**src/hw/rtl/pqst_pkg.sv**
```systemverilog
// ----------------------------------------------------------------------------
// pqst_pkg
// Types, widths and codes shared by the point-in-quad-strip test core.
// ----------------------------------------------------------------------------
package pqst_pkg;

    localparam int COORD_W   = 16;
    localparam int IDX_W     = 8;
    localparam int CNT_W     = 9;
    localparam int TOL_W     = 32;
    localparam int CFG_IDX_W = 1;

    // Datapath widths, sized for exact area arithmetic on 16-bit coordinates.
    localparam int DIFF_W  = 17;
    localparam int PROD_W  = 34;
    localparam int CROSS_W = 35;
    localparam int TRI_W   = 37;
    localparam int QUAD_W  = 38;
    localparam int PARTS_W = 37;
    localparam int AREA_W  = 39;

    localparam logic CMD_LOAD  = 1'b0;
    localparam logic CMD_QUERY = 1'b1;

    typedef logic [CFG_IDX_W-1:0] t_cfg_index;
    localparam t_cfg_index REG_SEGMENT_COUNT  = 1'b0;
    localparam t_cfg_index REG_AREA_TOLERANCE = 1'b1;

    localparam logic [CNT_W-1:0] SEG_COUNT_MIN   = 9'd2;
    localparam logic [CNT_W-1:0] SEG_COUNT_RESET = 9'd2;
    localparam logic [TOL_W-1:0] TOL_RESET       = 32'd5243;

    // One table entry; outer_x sits in the low bits.
    typedef struct packed {
        logic signed [COORD_W-1:0] inner_z;
        logic signed [COORD_W-1:0] inner_x;
        logic signed [COORD_W-1:0] outer_z;
        logic signed [COORD_W-1:0] outer_x;
    } t_corner;

    typedef struct packed {
        logic signed [DIFF_W-1:0] x;
        logic signed [DIFF_W-1:0] z;
    } t_rel;

    typedef struct packed {
        logic             valid;
        logic             seg_valid;
        logic             last;
        logic [IDX_W-1:0] idx;
    } t_seg_tag;

    typedef struct packed {
        logic [IDX_W-1:0] addr;
        t_seg_tag         tag;
    } t_rd_req;

    typedef struct packed {
        logic             en;
        logic [IDX_W-1:0] addr;
        t_corner          data;
    } t_wr_req;

    typedef struct packed {
        logic             valid;
        logic             last;
        logic             hit;
        logic [IDX_W-1:0] idx;
    } t_seg_res;

    typedef enum logic [1:0] {
        ST_IDLE,
        ST_WALK,
        ST_DRAIN,
        ST_FINISH
    } t_state;

endpackage

```
**src/hw/rtl/pqst_if.sv**
```systemverilog
// ----------------------------------------------------------------------------
// pqst interfaces
// Request, response and configuration channels of the strip test core.
// ----------------------------------------------------------------------------
interface pqst_req_if;
    logic        valid;
    logic        ready;
    logic        cmd;
    logic [7:0]  entry_index;
    logic signed [15:0] outer_x;
    logic signed [15:0] outer_z;
    logic signed [15:0] inner_x;
    logic signed [15:0] inner_z;
    logic signed [15:0] point_x;
    logic signed [15:0] point_z;

    modport source (
        output valid, cmd, entry_index, outer_x, outer_z, inner_x, inner_z,
               point_x, point_z,
        input  ready
    );
    modport sink (
        input  valid, cmd, entry_index, outer_x, outer_z, inner_x, inner_z,
               point_x, point_z,
        output ready
    );
endinterface

interface pqst_rsp_if;
    logic       valid;
    logic       ready;
    logic       on_strip;
    logic [7:0] hit_segment;

    modport source (output valid, on_strip, hit_segment, input ready);
    modport sink (input valid, on_strip, hit_segment, output ready);
endinterface


```
**src/hw/rtl/pqst_ctrl.sv**
```systemverilog
// ----------------------------------------------------------------------------
// pqst_ctrl
// Request handling, table walk sequencer and response register.
// ----------------------------------------------------------------------------
module pqst_ctrl #(
    parameter int DEPTH      = 256,
    parameter int COORD_BITS = 16
) (
    input  logic                 i_clk,
    input  logic                 i_rst_n,
    pqst_req_if.sink             i_req,
    pqst_rsp_if.source           o_rsp,
    input  logic [8:0]           i_segment_count,
    input  pqst_pkg::t_seg_res   i_res,
    output pqst_pkg::t_wr_req    o_wr,
    output pqst_pkg::t_rd_req    o_rd,
    output logic signed [15:0]   o_px,
    output logic signed [15:0]   o_pz
);
    import pqst_pkg::*;

    localparam int SAT_W = (COORD_BITS < COORD_W) ? COORD_BITS : COORD_W;
    localparam logic signed [COORD_W-1:0] SAT_HI = COORD_W'((1 << (SAT_W - 1)) - 1);
    localparam logic signed [COORD_W-1:0] SAT_LO = -SAT_HI - COORD_W'(1);
    localparam logic [CNT_W-1:0] DEPTH_CNT = CNT_W'(DEPTH);

    function automatic logic signed [COORD_W-1:0] sat_coord(
        input logic signed [COORD_W-1:0] v
    );
        logic signed [COORD_W-1:0] r;
        if (v > SAT_HI) begin
            r = SAT_HI;
        end else if (v < SAT_LO) begin
            r = SAT_LO;
        end else begin
            r = v;
        end
        return r;
    endfunction

    t_state r_state, n_state;

    logic [CNT_W-1:0] r_k;
    logic [CNT_W-1:0] r_count;
    logic signed [COORD_W-1:0] r_px, r_pz;
    logic             r_found;
    logic [IDX_W-1:0] r_hit_idx;
    logic             r_out_valid;
    logic             r_out_on;
    logic [IDX_W-1:0] r_out_idx;

    logic             w_ready;
    logic             w_fire;
    logic             w_query;
    logic             w_last_issue;
    logic             w_slot_free;
    logic             w_fin_load;
    logic [CNT_W-1:0] w_count;

    assign w_fire       = i_req.valid && w_ready;
    assign w_query      = w_fire && (i_req.cmd == CMD_QUERY);
    assign w_last_issue = (r_k == r_count);
    assign w_slot_free  = !r_out_valid || o_rsp.ready;
    assign w_fin_load   = (r_state == ST_FINISH) && w_slot_free;

    always_comb begin
        if (i_segment_count < SEG_COUNT_MIN) begin
            w_count = SEG_COUNT_MIN;
        end else if (i_segment_count > DEPTH_CNT) begin
            w_count = DEPTH_CNT;
        end else begin
            w_count = i_segment_count;
        end
    end

    // Next state.
    always_comb begin
        n_state = r_state;
        unique case (r_state)
            ST_IDLE: begin
                if (w_query) begin
                    n_state = ST_WALK;
                end
            end
            ST_WALK: begin
                if (w_last_issue) begin
                    n_state = ST_DRAIN;
                end
            end
            ST_DRAIN: begin
                if (i_res.valid && i_res.last) begin
                    n_state = ST_FINISH;
                end
            end
            ST_FINISH: begin
                if (w_slot_free) begin
                    n_state = ST_IDLE;
                end
            end
        endcase
    end

    // State outputs. Reads run over entries 0..count-1 and then entry 0 again,
    // so that segment k-1 is ready when entry k (mod count) arrives.
    always_comb begin
        w_ready = 1'b0;
        o_rd    = '0;
        unique case (r_state)
            ST_IDLE: begin
                w_ready = 1'b1;
            end
            ST_WALK: begin
                o_rd.addr          = w_last_issue ? '0 : r_k[IDX_W-1:0];
                o_rd.tag.valid     = 1'b1;
                o_rd.tag.seg_valid = (r_k != '0);
                o_rd.tag.last      = w_last_issue;
                o_rd.tag.idx       = IDX_W'(r_k - CNT_W'(1));
            end
            ST_DRAIN, ST_FINISH: begin
                w_ready = 1'b0;
            end
        endcase
    end

    always_comb begin
        o_wr.en   = w_fire && (i_req.cmd == CMD_LOAD)
                    && ({1'b0, i_req.entry_index} < DEPTH_CNT);
        o_wr.addr = i_req.entry_index;
        o_wr.data.outer_x = sat_coord(i_req.outer_x);
        o_wr.data.outer_z = sat_coord(i_req.outer_z);
        o_wr.data.inner_x = sat_coord(i_req.inner_x);
        o_wr.data.inner_z = sat_coord(i_req.inner_z);
    end

    always_ff @(posedge i_clk) begin
        if (!i_rst_n) begin
            r_state     <= ST_IDLE;
            r_k         <= '0;
            r_count     <= SEG_COUNT_MIN;
            r_found     <= 1'b0;
            r_out_valid <= 1'b0;
        end else begin
            r_state <= n_state;
            if (w_query) begin
                r_k     <= '0;
                r_count <= w_count;
                r_found <= 1'b0;
            end else if (r_state == ST_WALK) begin
                r_k <= r_k + CNT_W'(1);
            end
            // Segments come back in order, so the first hit is the one to keep.
            if (i_res.valid && i_res.hit && !r_found) begin
                r_found <= 1'b1;
            end
            if (w_fin_load) begin
                r_out_valid <= 1'b1;
            end else if (o_rsp.ready) begin
                r_out_valid <= 1'b0;
            end
        end
    end

    always_ff @(posedge i_clk) begin
        if (w_query) begin
            r_px <= sat_coord(i_req.point_x);
            r_pz <= sat_coord(i_req.point_z);
        end
        if (i_res.valid && i_res.hit && !r_found) begin
            r_hit_idx <= i_res.idx;
        end
        if (w_fin_load) begin
            r_out_on  <= r_found;
            r_out_idx <= r_found ? r_hit_idx : '0;
        end
    end

    assign i_req.ready       = w_ready;
    assign o_rsp.valid       = r_out_valid;
    assign o_rsp.on_strip    = r_out_on;
    assign o_rsp.hit_segment = r_out_idx;
    assign o_px              = r_px;
    assign o_pz              = r_pz;

endmodule

```
**src/flat_wrapper.sv**
```systemverilog
// flat-port wrapper written by rule: the top's interface ports become plain ports
module pqst_ctrl_flat import pqst_pkg::*;
#(
    parameter int DEPTH      = 256,
    parameter int COORD_BITS = 16
)
  (i_clk, i_rst_n, i_segment_count, i_res, o_wr, o_rd, o_px, o_pz, i_req_valid, i_req_cmd, i_req_entry_index, i_req_outer_x, i_req_outer_z, i_req_inner_x, i_req_inner_z, i_req_point_x, i_req_point_z, i_req_ready, o_rsp_valid, o_rsp_on_strip, o_rsp_hit_segment, o_rsp_ready);
  pqst_req_if i_req_i ();
  pqst_rsp_if o_rsp_i ();
  input  logic i_clk;
  input  logic i_rst_n;
  input  logic [8:0] i_segment_count;
  input  pqst_pkg::t_seg_res i_res;
  output pqst_pkg::t_wr_req o_wr;
  output pqst_pkg::t_rd_req o_rd;
  output logic signed [15:0] o_px;
  output logic signed [15:0] o_pz;
  input wire logic [$bits(i_req_i.valid)-1:0] i_req_valid;
  input wire logic [$bits(i_req_i.cmd)-1:0] i_req_cmd;
  input wire logic [$bits(i_req_i.entry_index)-1:0] i_req_entry_index;
  input wire logic [$bits(i_req_i.outer_x)-1:0] i_req_outer_x;
  input wire logic [$bits(i_req_i.outer_z)-1:0] i_req_outer_z;
  input wire logic [$bits(i_req_i.inner_x)-1:0] i_req_inner_x;
  input wire logic [$bits(i_req_i.inner_z)-1:0] i_req_inner_z;
  input wire logic [$bits(i_req_i.point_x)-1:0] i_req_point_x;
  input wire logic [$bits(i_req_i.point_z)-1:0] i_req_point_z;
  output wire logic [$bits(i_req_i.ready)-1:0] i_req_ready;
  output wire logic [$bits(o_rsp_i.valid)-1:0] o_rsp_valid;
  output wire logic [$bits(o_rsp_i.on_strip)-1:0] o_rsp_on_strip;
  output wire logic [$bits(o_rsp_i.hit_segment)-1:0] o_rsp_hit_segment;
  input wire logic [$bits(o_rsp_i.ready)-1:0] o_rsp_ready;
  assign i_req_i.valid = i_req_valid;
  assign i_req_i.cmd = i_req_cmd;
  assign i_req_i.entry_index = i_req_entry_index;
  assign i_req_i.outer_x = i_req_outer_x;
  assign i_req_i.outer_z = i_req_outer_z;
  assign i_req_i.inner_x = i_req_inner_x;
  assign i_req_i.inner_z = i_req_inner_z;
  assign i_req_i.point_x = i_req_point_x;
  assign i_req_i.point_z = i_req_point_z;
  assign i_req_ready = i_req_i.ready;
  assign o_rsp_valid = o_rsp_i.valid;
  assign o_rsp_on_strip = o_rsp_i.on_strip;
  assign o_rsp_hit_segment = o_rsp_i.hit_segment;
  assign o_rsp_i.ready = o_rsp_ready;
  pqst_ctrl #(.DEPTH(DEPTH), .COORD_BITS(COORD_BITS)) u_core (.i_clk(i_clk), .i_rst_n(i_rst_n), .i_req(i_req_i), .o_rsp(o_rsp_i), .i_segment_count(i_segment_count), .i_res(i_res), .o_wr(o_wr), .o_rd(o_rd), .o_px(o_px), .o_pz(o_pz));
endmodule
```
**config.mk**
```make
export PLATFORM = sky130hd
export DESIGN_NAME = pqst_ctrl_flat
export DESIGN_NICKNAME = d
export VERILOG_FILES = /design/src/hw/rtl/pqst_pkg.sv /design/src/hw/rtl/pqst_if.sv /design/src/hw/rtl/pqst_ctrl.sv /design/src/flat_wrapper.sv
export SDC_FILE = /design/constraint.sdc
export NUM_CORES = 1
export LEC_CHECK = 0
export ABC_AREA = 1
export BUFFER_PORTS_ARGS = -buffer_cell sky130_fd_sc_hd__buf_2
export CAP_MARGIN = 30
export CORE_AREA = 4 4 100 102
export DETAILED_ROUTE_END_ITERATION = 8
export DIE_AREA = 0 0 104 106
export HOLD_SLACK_MARGIN = 0.02
export PLACE_DENSITY_LB_ADDON = 0.3
export SYNTH_ARGS = -nofsm -noshare
export SYNTH_HDL_FRONTEND = slang
export SYNTH_SLANG_ARGS = --single-unit
export TNS_END_PERCENT = 100
```
**constraint.sdc**
```tcl
create_clock -name i_clk -period 2.3 [get_ports i_clk]
set_input_delay 0.115 -clock i_clk [delete_from_list [all_inputs] [get_ports i_clk]]
set_output_delay 0.115 -clock i_clk [all_outputs]
set_load 0.005 [all_outputs]
```
==> flow_summary.toml, run 1 <==
[detailed_routing]
via_per_inst = 4.54
routed_wl_mm = 8.95
drt_pass1_iterations = 4
dr_total_vias = 2473
ant_nets = 0
wl_per_cell_um = 16.4
drc = 0
drt_iter0_drc = 146

[yosys]
synth_edf_count = 49
synth_ff_type = "edfxtp_1"
netlist_area_mm2 = 0.00334
synth_fp_nets = 500
synth_top_cell_area_share = 0.441
syn-mean-instance-area_um2 = 9.15
synth.ff_latch_count = 71
synth_async_sr_flop_share = 0
syn_inst = 365
synth_top_cell_by_area = "edfxtp_1"
yosys-top-cells-area = "edfxtp_1 44%, dfxtp_1 13%, clkbuf_1 11%"
ys_warn_count = 0
synth_cell_types = 35
synth_seq_area_share = 0.573

[placement]
placed_cells = 486
dp_hpwl_mm = 7.01
numPortBuffers = 119
post-place-ws_ps = 597
globalplace.congestion = 0.884
post_dp_cell_area_mm2 = 0.00361

[critical_path]
start_kind = "flip-flop"
cp_data_required_time_ps = 2180
worstSetupPathType = "reg -> out"
cp.depth = 5
critPathCaptureType = "primary output"
reg2reg_slack_ps = 590
cp_cell_sequence = "inv_1 > ha_1 > clkinv_1 > nor3_1 > buf_2"
startpoint = "u_core.r_state[1]"
r2r_end = "u_core.o_px[14]"
crit_end = "o_rd[7]"
cpPeakStageDelay_ps = 340
cp_data_arrival_time_ps = 1750
path_delay_family = "buffers and inverters"
crit-reg2reg-launch = "u_core.r_state[1]"
crit_path_top_delay_cell = "dfxtp_1"
r2r_cells = 5
crit_fanout = 9
critPathBufInv = 3

[die]
dieArea_mm2 = 0.0110
num_rows = 35
ios = 264
core_mm2 = 0.00911
die_height_um = 106
die-width_um = 104
initial_utilization = 0.366

[global_routing]
grt_pass1_wl_mm = 13.6
grt_usage = 0.160
grt_pass1_vias = 2522
grt_overflow = 0
grt_max_degree = 33
antenna_found_initial = 0

[timing]
fin_crit_ps = 1870
slew_headroom = 0.740
clock.fmax_mhz = 535
tightest_slew_ps = 390
setup_viol = 0
fin_hold_ws_ps = 38.4
slew_violations = 0
fin_setup_tns_ps = 0
post-route-period-util = 0.812
fin_worst_skew_ps = 10.4
rsz0062_at_grt = "false"
fin_ws_ps = 432
hold_violations = 0

[clock_tree]
cts_tree = "done"
clockBufferDepth = 2
clkTransAtPathRegs_ps = 70
root_buffer = "clkbuf_8"
clock_sinks = 71
h-tree-depth = 3
worst_skew_pair.late_latency_ps = 340
postCtsResizedCells = 0
cts_inserted_buffers = 9

[flow_run]
drv_cap = 0

[final_layout]
final_layout_size_suffix_gt1_frac = 0.353
final_cell_mix = "119 x buf_2, 49 x edfxtp_1, 43 x dlygate4sd3_1"
fillers = 852
instances_no_fill = 545
nNetsFinal = 564
areaGrowthSynthToFinish_pct = 26.9
n_antenna_cell = 0
final_common_cell = "buf_2"
post-route-util = 0.465
postLayoutCellArea_mm2 = 0.00424

[power_and_ir_drop]
powerDensity_mw_per_mm2 = 808
leakagePower_nw = 1.86
ir_worst_vdd_mv = 0.334
total_power_mw = 3.42

[outcome]
outcome = "finished clean"

[worst_hold_path]
hp-class = "in -> reg"
## power by group
part	switching [mW]	leakage, nW	internal [mW]
clock network	0.483	0.0895	0.506
registers	0.0695	0.633	1.52
logic	0.468	1.13	0.371
total	1.02	1.86	2.40
## worst register-to-register path, stage by stage, from the launching register on
cell and delay, ps:
dfxtp_1 340, inv_1 90, ha_1 240, nand3_2 220, inv_1 100, buf_4 360
## sequential cells by signal (all words and copies together), names as in the netlist
register and count:
u_core.r_k 9, u_core.r_hit_idx 8, u_core.o_rsp.hit_segment 8, u_core.r_state 2
u_core.o_px 16, u_core.r_count 9, u_core.o_rsp.valid 1, u_core.o_rsp.on_strip 1
u_core.r_found 1, u_core.o_pz 16
## repair_timing
action	CTS	global route
buffers inserted	0	0
hold buffers	43	0
hold endpoints to repair	43	0
## area by class of cell
class / count / area, µm² / area share
clock buffers: 10 / 128 / 0.0301
clock inverters: 6 / 67.6 / 0.0160
inverters: 34 / 128 / 0.0301
multi-input cells: 149 / 821 / 0.194
flip-flops and latches: 71 / 1910 / 0.451
well taps: 111 / 139 / 0.0328
repair buffers: 164 / 1040 / 0.246
## per-layer routing
metal  global-route usage  routed length (µm)
met5               0.0238                  33
met1                0.166                3330
met3               0.0820                1040
met2                0.273                4380
met4               0.0674                 172
## synthesized netlist by cell type, types with 2 or more instances
master    count
nand3_1      10
nand2_2       3
buf_6         3
nor2_1       32
o21ai_1       2
dfxtp_1      22
a211oi_1      2
o21ai_0       3
clkbuf_1     97
a21oi_1      15
edfxtp_1     49
nor4_1        2
nand2_1      42
inv_2         4
xor2_1        2
inv_1        29
xnor2_1       6
nor3_2        3
o22ai_1       3
buf_4        10
nand3_2       2
xnor2_2       2
a32o_1        2
ha_1          6
nor3_1        4
## worst min path at each step
stage | start | end | slack, ps | depth (start not counted)
final | i_segment_count[1] | u_core.r_count[1] | 40 | 3
after global routing | i_segment_count[1] | u_core.r_count[1] | 30 | 3
after global placement | i_req_inner_z[4] | o_wr[52] | 230 | 0
after detailed placement | i_req_inner_z[4] | o_wr[52] | 230 | 0
after CTS | i_segment_count[1] | u_core.r_count[1] | 30 | 3
after floorplan | i_res[0] | u_core.r_hit_idx[0] | 210 | 0
## logic make-up after synthesis
kind of cell	share of synthesized area
XOR/XNOR	0.0307
AND/OR/NAND/NOR	0.140
AO/OA/AOI/OAI	0.0528
buffers and inverters	0.181
adder cells (fa/ha/maj)	0.0225
flip-flops	0.573
Power figures use the tool's default switching activity.
==> run 2, diff against run 1 <==
Clock period 2.3 ns to 1.75 ns, I/O delays scaled along.
==> flow_summary.toml, run 2 (synthesis results as in run 1) <==
[global_routing]
grt_max_degree = 33
grt_pass1_wl_mm = 14.7
antenna_found_initial = 0
grt_usage = 0.176
grt_overflow = 0
grt_pass1_vias = 2469

[die]
die_height_um = 106
dieArea_mm2 = 0.0110
num_rows = 35
ios = 264
die-width_um = 104
core_mm2 = 0.00911
initial_utilization = 0.366

[final_layout]
multi_input_area_um2 = 850
final_cell_mix = "119 x buf_2, 49 x edfxtp_1, 48 x dlygate4sd3_1"
nNetsFinal = 574
n_antenna_cell = 0
fillers = 869
final_common_cell = "buf_2"
areaGrowthSynthToFinish_pct = 31.3
final_layout_size_suffix_gt1_frac = 0.383
instances_no_fill = 555
post-route-util = 0.481
ff_latch_area_mm2 = 0.00192

[critical_path]
crit_fanout = 4
critPathCaptureType = "primary output"
start_kind = "flip-flop"
cp_data_arrival_time_ps = 1570
worstSetupPathType = "reg -> out"
cp_data_required_time_ps = 1660

[clock_tree]
clockBufferDepth = 2
h-tree-depth = 3
root_buffer = "clkbuf_8"
cts_tree = "done"
clkTransAtPathRegs_ps = 70
cts_inserted_buffers = 9
clock_sinks = 71
worst_skew_pair.late_latency_ps = 340

[power_and_ir_drop]
leakagePower_nw = 1.92
powerDensity_mw_per_mm2 = 1060
ir_worst_vdd_mv = 0.384

[timing]
fin_crit_ps = 1650
slew_violations = 0
clock.fmax_mhz = 604
setup_viol = 0
fin_ws_ps = 95.6
tightest_slew_ps = 316
rsz0062_at_grt = "true"
fin_setup_tns_ps = 0
slew_headroom = 0.787
post-route-period-util = 0.945
fin_worst_skew_ps = 7.56
hold_violations = 0

[detailed_routing]
wl_met3_mm = 1.52
dr_total_vias = 2572
drt_pass1_iterations = 4
wl_per_cell_um = 18.1
routed_wl_mm = 10.0
wl_met2_mm = 4.82
route.layer.met1.wl_mm = 3.34
top_layer = "met5"
ant_nets = 0
drt_iter0_drc = 93
drc = 0
via_per_inst = 4.63

[placement]
placed_cells = 489
dp_hpwl_mm = 7.95
globalplace.congestion = 0.925
numPortBuffers = 119
post-place-ws_ps = 155

[outcome]
outcome = "finished clean"

[worst_hold_path]
hp-class = "in -> reg"

[flow_run]
drv_cap = 0
## run 2: cell types whose count changed in the layout (fill, tap and decap cells not counted), moves of 2 or more
| cell | previous run | this run |
|---|---|---|
| buf_4 | 2 | 6 |
| dfxtp_1 | 22 | 17 |
| dfxtp_2 | 0 | 4 |
| dlygate4sd3_1 | 43 | 48 |
| ha_1 | 6 | 4 |
| ha_2 | 0 | 2 |
## run 2: worst max-delay path: stages (launching register included)
cell,delay [ps]
dfxtp_2,360
inv_2,120
ha_2,220
nand4_1,170
o21ai_1,160
a21oi_1,60
buf_2,140
## run 2: timing repair
item / CTS / global route
pin swaps: 1 / 1
endpoints found under the hold margin: 48 / 0
setup buffers: 1 / 1
endpoints found under the setup margin: 13 / 11
hold buffers: 48 / 0
gates resized for setup: 6 / 10
## run 2: layer usage
layer	vias up	track usage
li1	1230	-
met1	1126	0.170
met2	190	0.286
met3	24	0.123
met4	2	0.0741
met5	-	0.0476
## run 2: worst paths after layout
kind                      from  cells after the start            endpoint  slack [ps]
max              u_core.r_k[1]                      6             o_rd[6]         100
min                o_rsp_ready                      4  u_core.o_rsp.valid          50
max reg2reg  u_core.r_state[1]                      9       u_core.r_k[8]         180
min reg2reg  u_core.r_count[4]                      2   u_core.r_count[4]         480
## run 2: cell type report
| cell class | count | share of cell area |
|---|---|---|
| repair buffers | 174 | 0.260 |
| well taps | 111 | 0.0317 |
| flip-flops and latches | 71 | 0.438 |
| clock buffers | 10 | 0.0291 |
| clock inverters | 6 | 0.0157 |
| multi-input cells | 149 | 0.194 |
| inverters | 34 | 0.0308 |
## run 2: stage by stage
| step | cell area (µm²) | total power [mW] | hold WS, ps |
|---|---|---|---|
| 2_1_floorplan | 3340 | 2.86 | 186 |
| 3_5_place_dp | 3650 | 3.23 | 175 |
| 6_report | 4380 | 4.65 | 45.3 |
| 3_3_place_gp | 3650 | 3.21 | 175 |
| 4_1_cts | 4350 | 4.65 | 29.1 |
| 5_1_grt | 4380 | 4.94 | 57.3 |
## run 2: where the power goes
group / switching (mW) / internal, mW
Combinational: 0.666 / 0.580
Clock: 0.622 / 0.667
Sequential: 0.101 / 2.01
==> run 3, diff against run 2 <==
Settings changed: ABC_AREA 1 to 0.
==> flow_summary.toml, run 3 <==
[yosys]
synth_top_cell_area_share = 0.441
synth_ff_type = "edfxtp_1"
syn_inst = 329
syn-mean-instance-area_um2 = 10.1
yosys-top-cells-area = "edfxtp_1 44%, dfxtp_1 13%, clkbuf_1 11%"
netlist_area_mm2 = 0.00333
synth_async_sr_flop_share = 0
synth_cell_types = 38
synthTopCellsByCount = "100 x clkbuf_1, 49 x edfxtp_1, 22 x dfxtp_1, 21 x nand2_1, 20 x nor2_1"
ys_warn_count = 0
synth_seq_area_share = 0.574
yosysMostFrequentCell = "clkbuf_1"
synth.ff_latch_count = 71
synth_fp_nets = 464
synth_edf_count = 49
synth_top_cell_by_area = "edfxtp_1"

[die]
ios = 264
die_height_um = 106
die-width_um = 104
initial_utilization = 0.366
num_rows = 35
core_mm2 = 0.00911
dieArea_mm2 = 0.0110

[global_routing]
grt_usage = 0.192
grt_pass1_wl_mm = 15.5
grt_max_degree = 21
antenna_found_initial = 0
grt_pass1_vias = 2521
grt_overflow = 0

[placement]
numPortBuffers = 119
globalplace.congestion = 0.772
post-place-ws_ps = 99.0
dp_hpwl_mm = 8.12

[detailed_routing]
via_per_inst = 4.74
drc = 0
ant_nets = 0
dr_total_vias = 2485
drt_iter0_drc = 64
wl_per_cell_um = 20.6
routed_wl_mm = 10.8
drt_pass1_iterations = 4

[timing]
fin_crit_ps = 1870
slew_violations = 0
fin_worst_skew_ps = 6.43
post-route-period-util = 1.07
rsz0062_at_grt = "true"
slew_headroom = 0.719
clock.fmax_mhz = 536
hold_violations = 0
fin_ws_ps = -115
setup_viol = 9
tightest_slew_ps = 418

[final_layout]
fillers = 804
n_antenna_cell = 0
nNetsFinal = 543
ff_latch_area_mm2 = 0.00192
post-route-util = 0.501
final_layout_size_suffix_gt1_frac = 0.462
multi_input_area_mm2 = 0.00102
final_common_cell = "buf_2"
final_cell_mix = "113 x buf_2, 49 x edfxtp_1, 45 x dlygate4sd3_1"
areaGrowthSynthToFinish_pct = 37.0

[power_and_ir_drop]
leakagePower_nw = 1.94
total_power_mw = 4.77
ir_worst_vdd_mv = 0.369
powerDensity_mw_per_mm2 = 1040

[critical_path]
cp_data_required_time_ps = 1660
cp_data_arrival_time_ps = 1780
reg2reg_slack_ps = 90
r2r_end = "u_core.r_state[1]"
crit_path_top_delay_cell = "dfxtp_2"
critPathBufInv = 2
worstSetupPathType = "reg -> out"
critPathCaptureType = "primary output"
start_kind = "flip-flop"
path_delay_family = "simple AND/OR/NAND/NOR gates"
cpPeakStageDelay_ps = 350
cp_cell_sequence = "xor2_2 > nor4_2 > buf_4 > and4_4 > and2_4 > buf_6"
crit_fanout = 4
crit-reg2reg-launch = "u_core.r_k[4]"
r2r_cells = 7

[flow_run]
drv_cap = 0

[clock_tree]
h-tree-depth = 3
root_buffer = "clkbuf_8"
worst_skew_pair.late_latency_ps = 340
clkTransAtPathRegs_ps = 80
clockBufferDepth = 2
cts_inserted_buffers = 9
cts_tree = "done"
clock_sinks = 71

[outcome]
outcome = "complete, but fails checks"
violations = "negative setup slack"

[worst_hold_path]
min-delay-start = "i_segment_count[8]"
hp-class = "in -> reg"
whs_path_depth = 3
holdPathEnd = "u_core.r_count[8]"
run 3: metal layers:
| layer | vias up | part of all wire | GRT usage |
|---|---|---|---|
| li1 | 1151 | - | - |
| met1 | 1126 | 0.29 | 0.153 |
| met2 | 180 | 0.53 | 0.353 |
| met3 | 26 | 0.15 | 0.137 |
| met4 | 2 | 0.026 | 0.0750 |
| met5 | - | 0.0046 | 0.0333 |
run 3: how the worst max path moves through the flow:
stage / depth (start not counted) / to / startpoint / slack [ps]
5_1_grt: 6 / o_rd[8] / u_core.r_k[4] / -190
6_report: 6 / o_rd[8] / u_core.r_k[4] / -120
3_3_place_gp: 5 / o_rd[13] / u_core.r_k[1] / 170
2_1_floorplan: 6 / u_core.r_count[3] / u_core.r_state[1] / -20
4_1_cts: 6 / o_rd[8] / u_core.r_k[8] / -100
3_5_place_dp: 5 / u_core.r_state[1] / u_core.r_k[1] / 100
run 3: cell families (layout without fill, tap and decap cells):
kind of cell	after synthesis	in the layout	share of synthesized area
mux	3	3	0.00901
fa+ha+maj	6	6	0.0225
flops	71	71	0.574
compound gates	20	20	0.0450
simple gates	84	84	0.131
buf+inv	124	208	0.159
xor+xnor	21	21	0.0597
run 3: repair_timing:
action,CTS,global route
setup buffers,4,3
resized for setup,25,14
setup endpoints to repair,12,12
hold buffers,45,0
pin swaps,11,9
endpoints found under the hold margin,45,0
run 3: area by class of cell:
class,instances,area share
clock buffers,9,0.0271
clock inverters,7,0.0159
inverters,7,0.00658
multi-input cells,134,0.223
flip-flops and latches,71,0.421
well taps,111,0.0304
repair buffers,185,0.276
run 3: tightest hold or removal path: stages:
cell	delay (ps)
buf_2	130
nand2_1	50
a21boi_0	60
run 3: stage by stage:
| step | cells | hold slack [ps] | TNS (ps) | instance area [µm²] |
|---|---|---|---|---|
| finish | 524 | 43.0 | -719 | 4570 |
| global route | 524 | 45.6 | -1450 | 4570 |
| CTS | 521 | 24.4 | -574 | 4470 |
| detailed placement | 456 | 175 | 0 | 3710 |
| global placement | 456 | 175 | 0 | 3710 |
| floorplan | 329 | 186 | -59.6 | 3370 |
run 3: where the power goes:
part,switching [mW],internal (mW),total [mW]
combinational,0.697,0.711,1.41
clock,0.622,0.659,1.28
sequential,0.0869,1.99,2.08
total,1.41,3.36,4.77
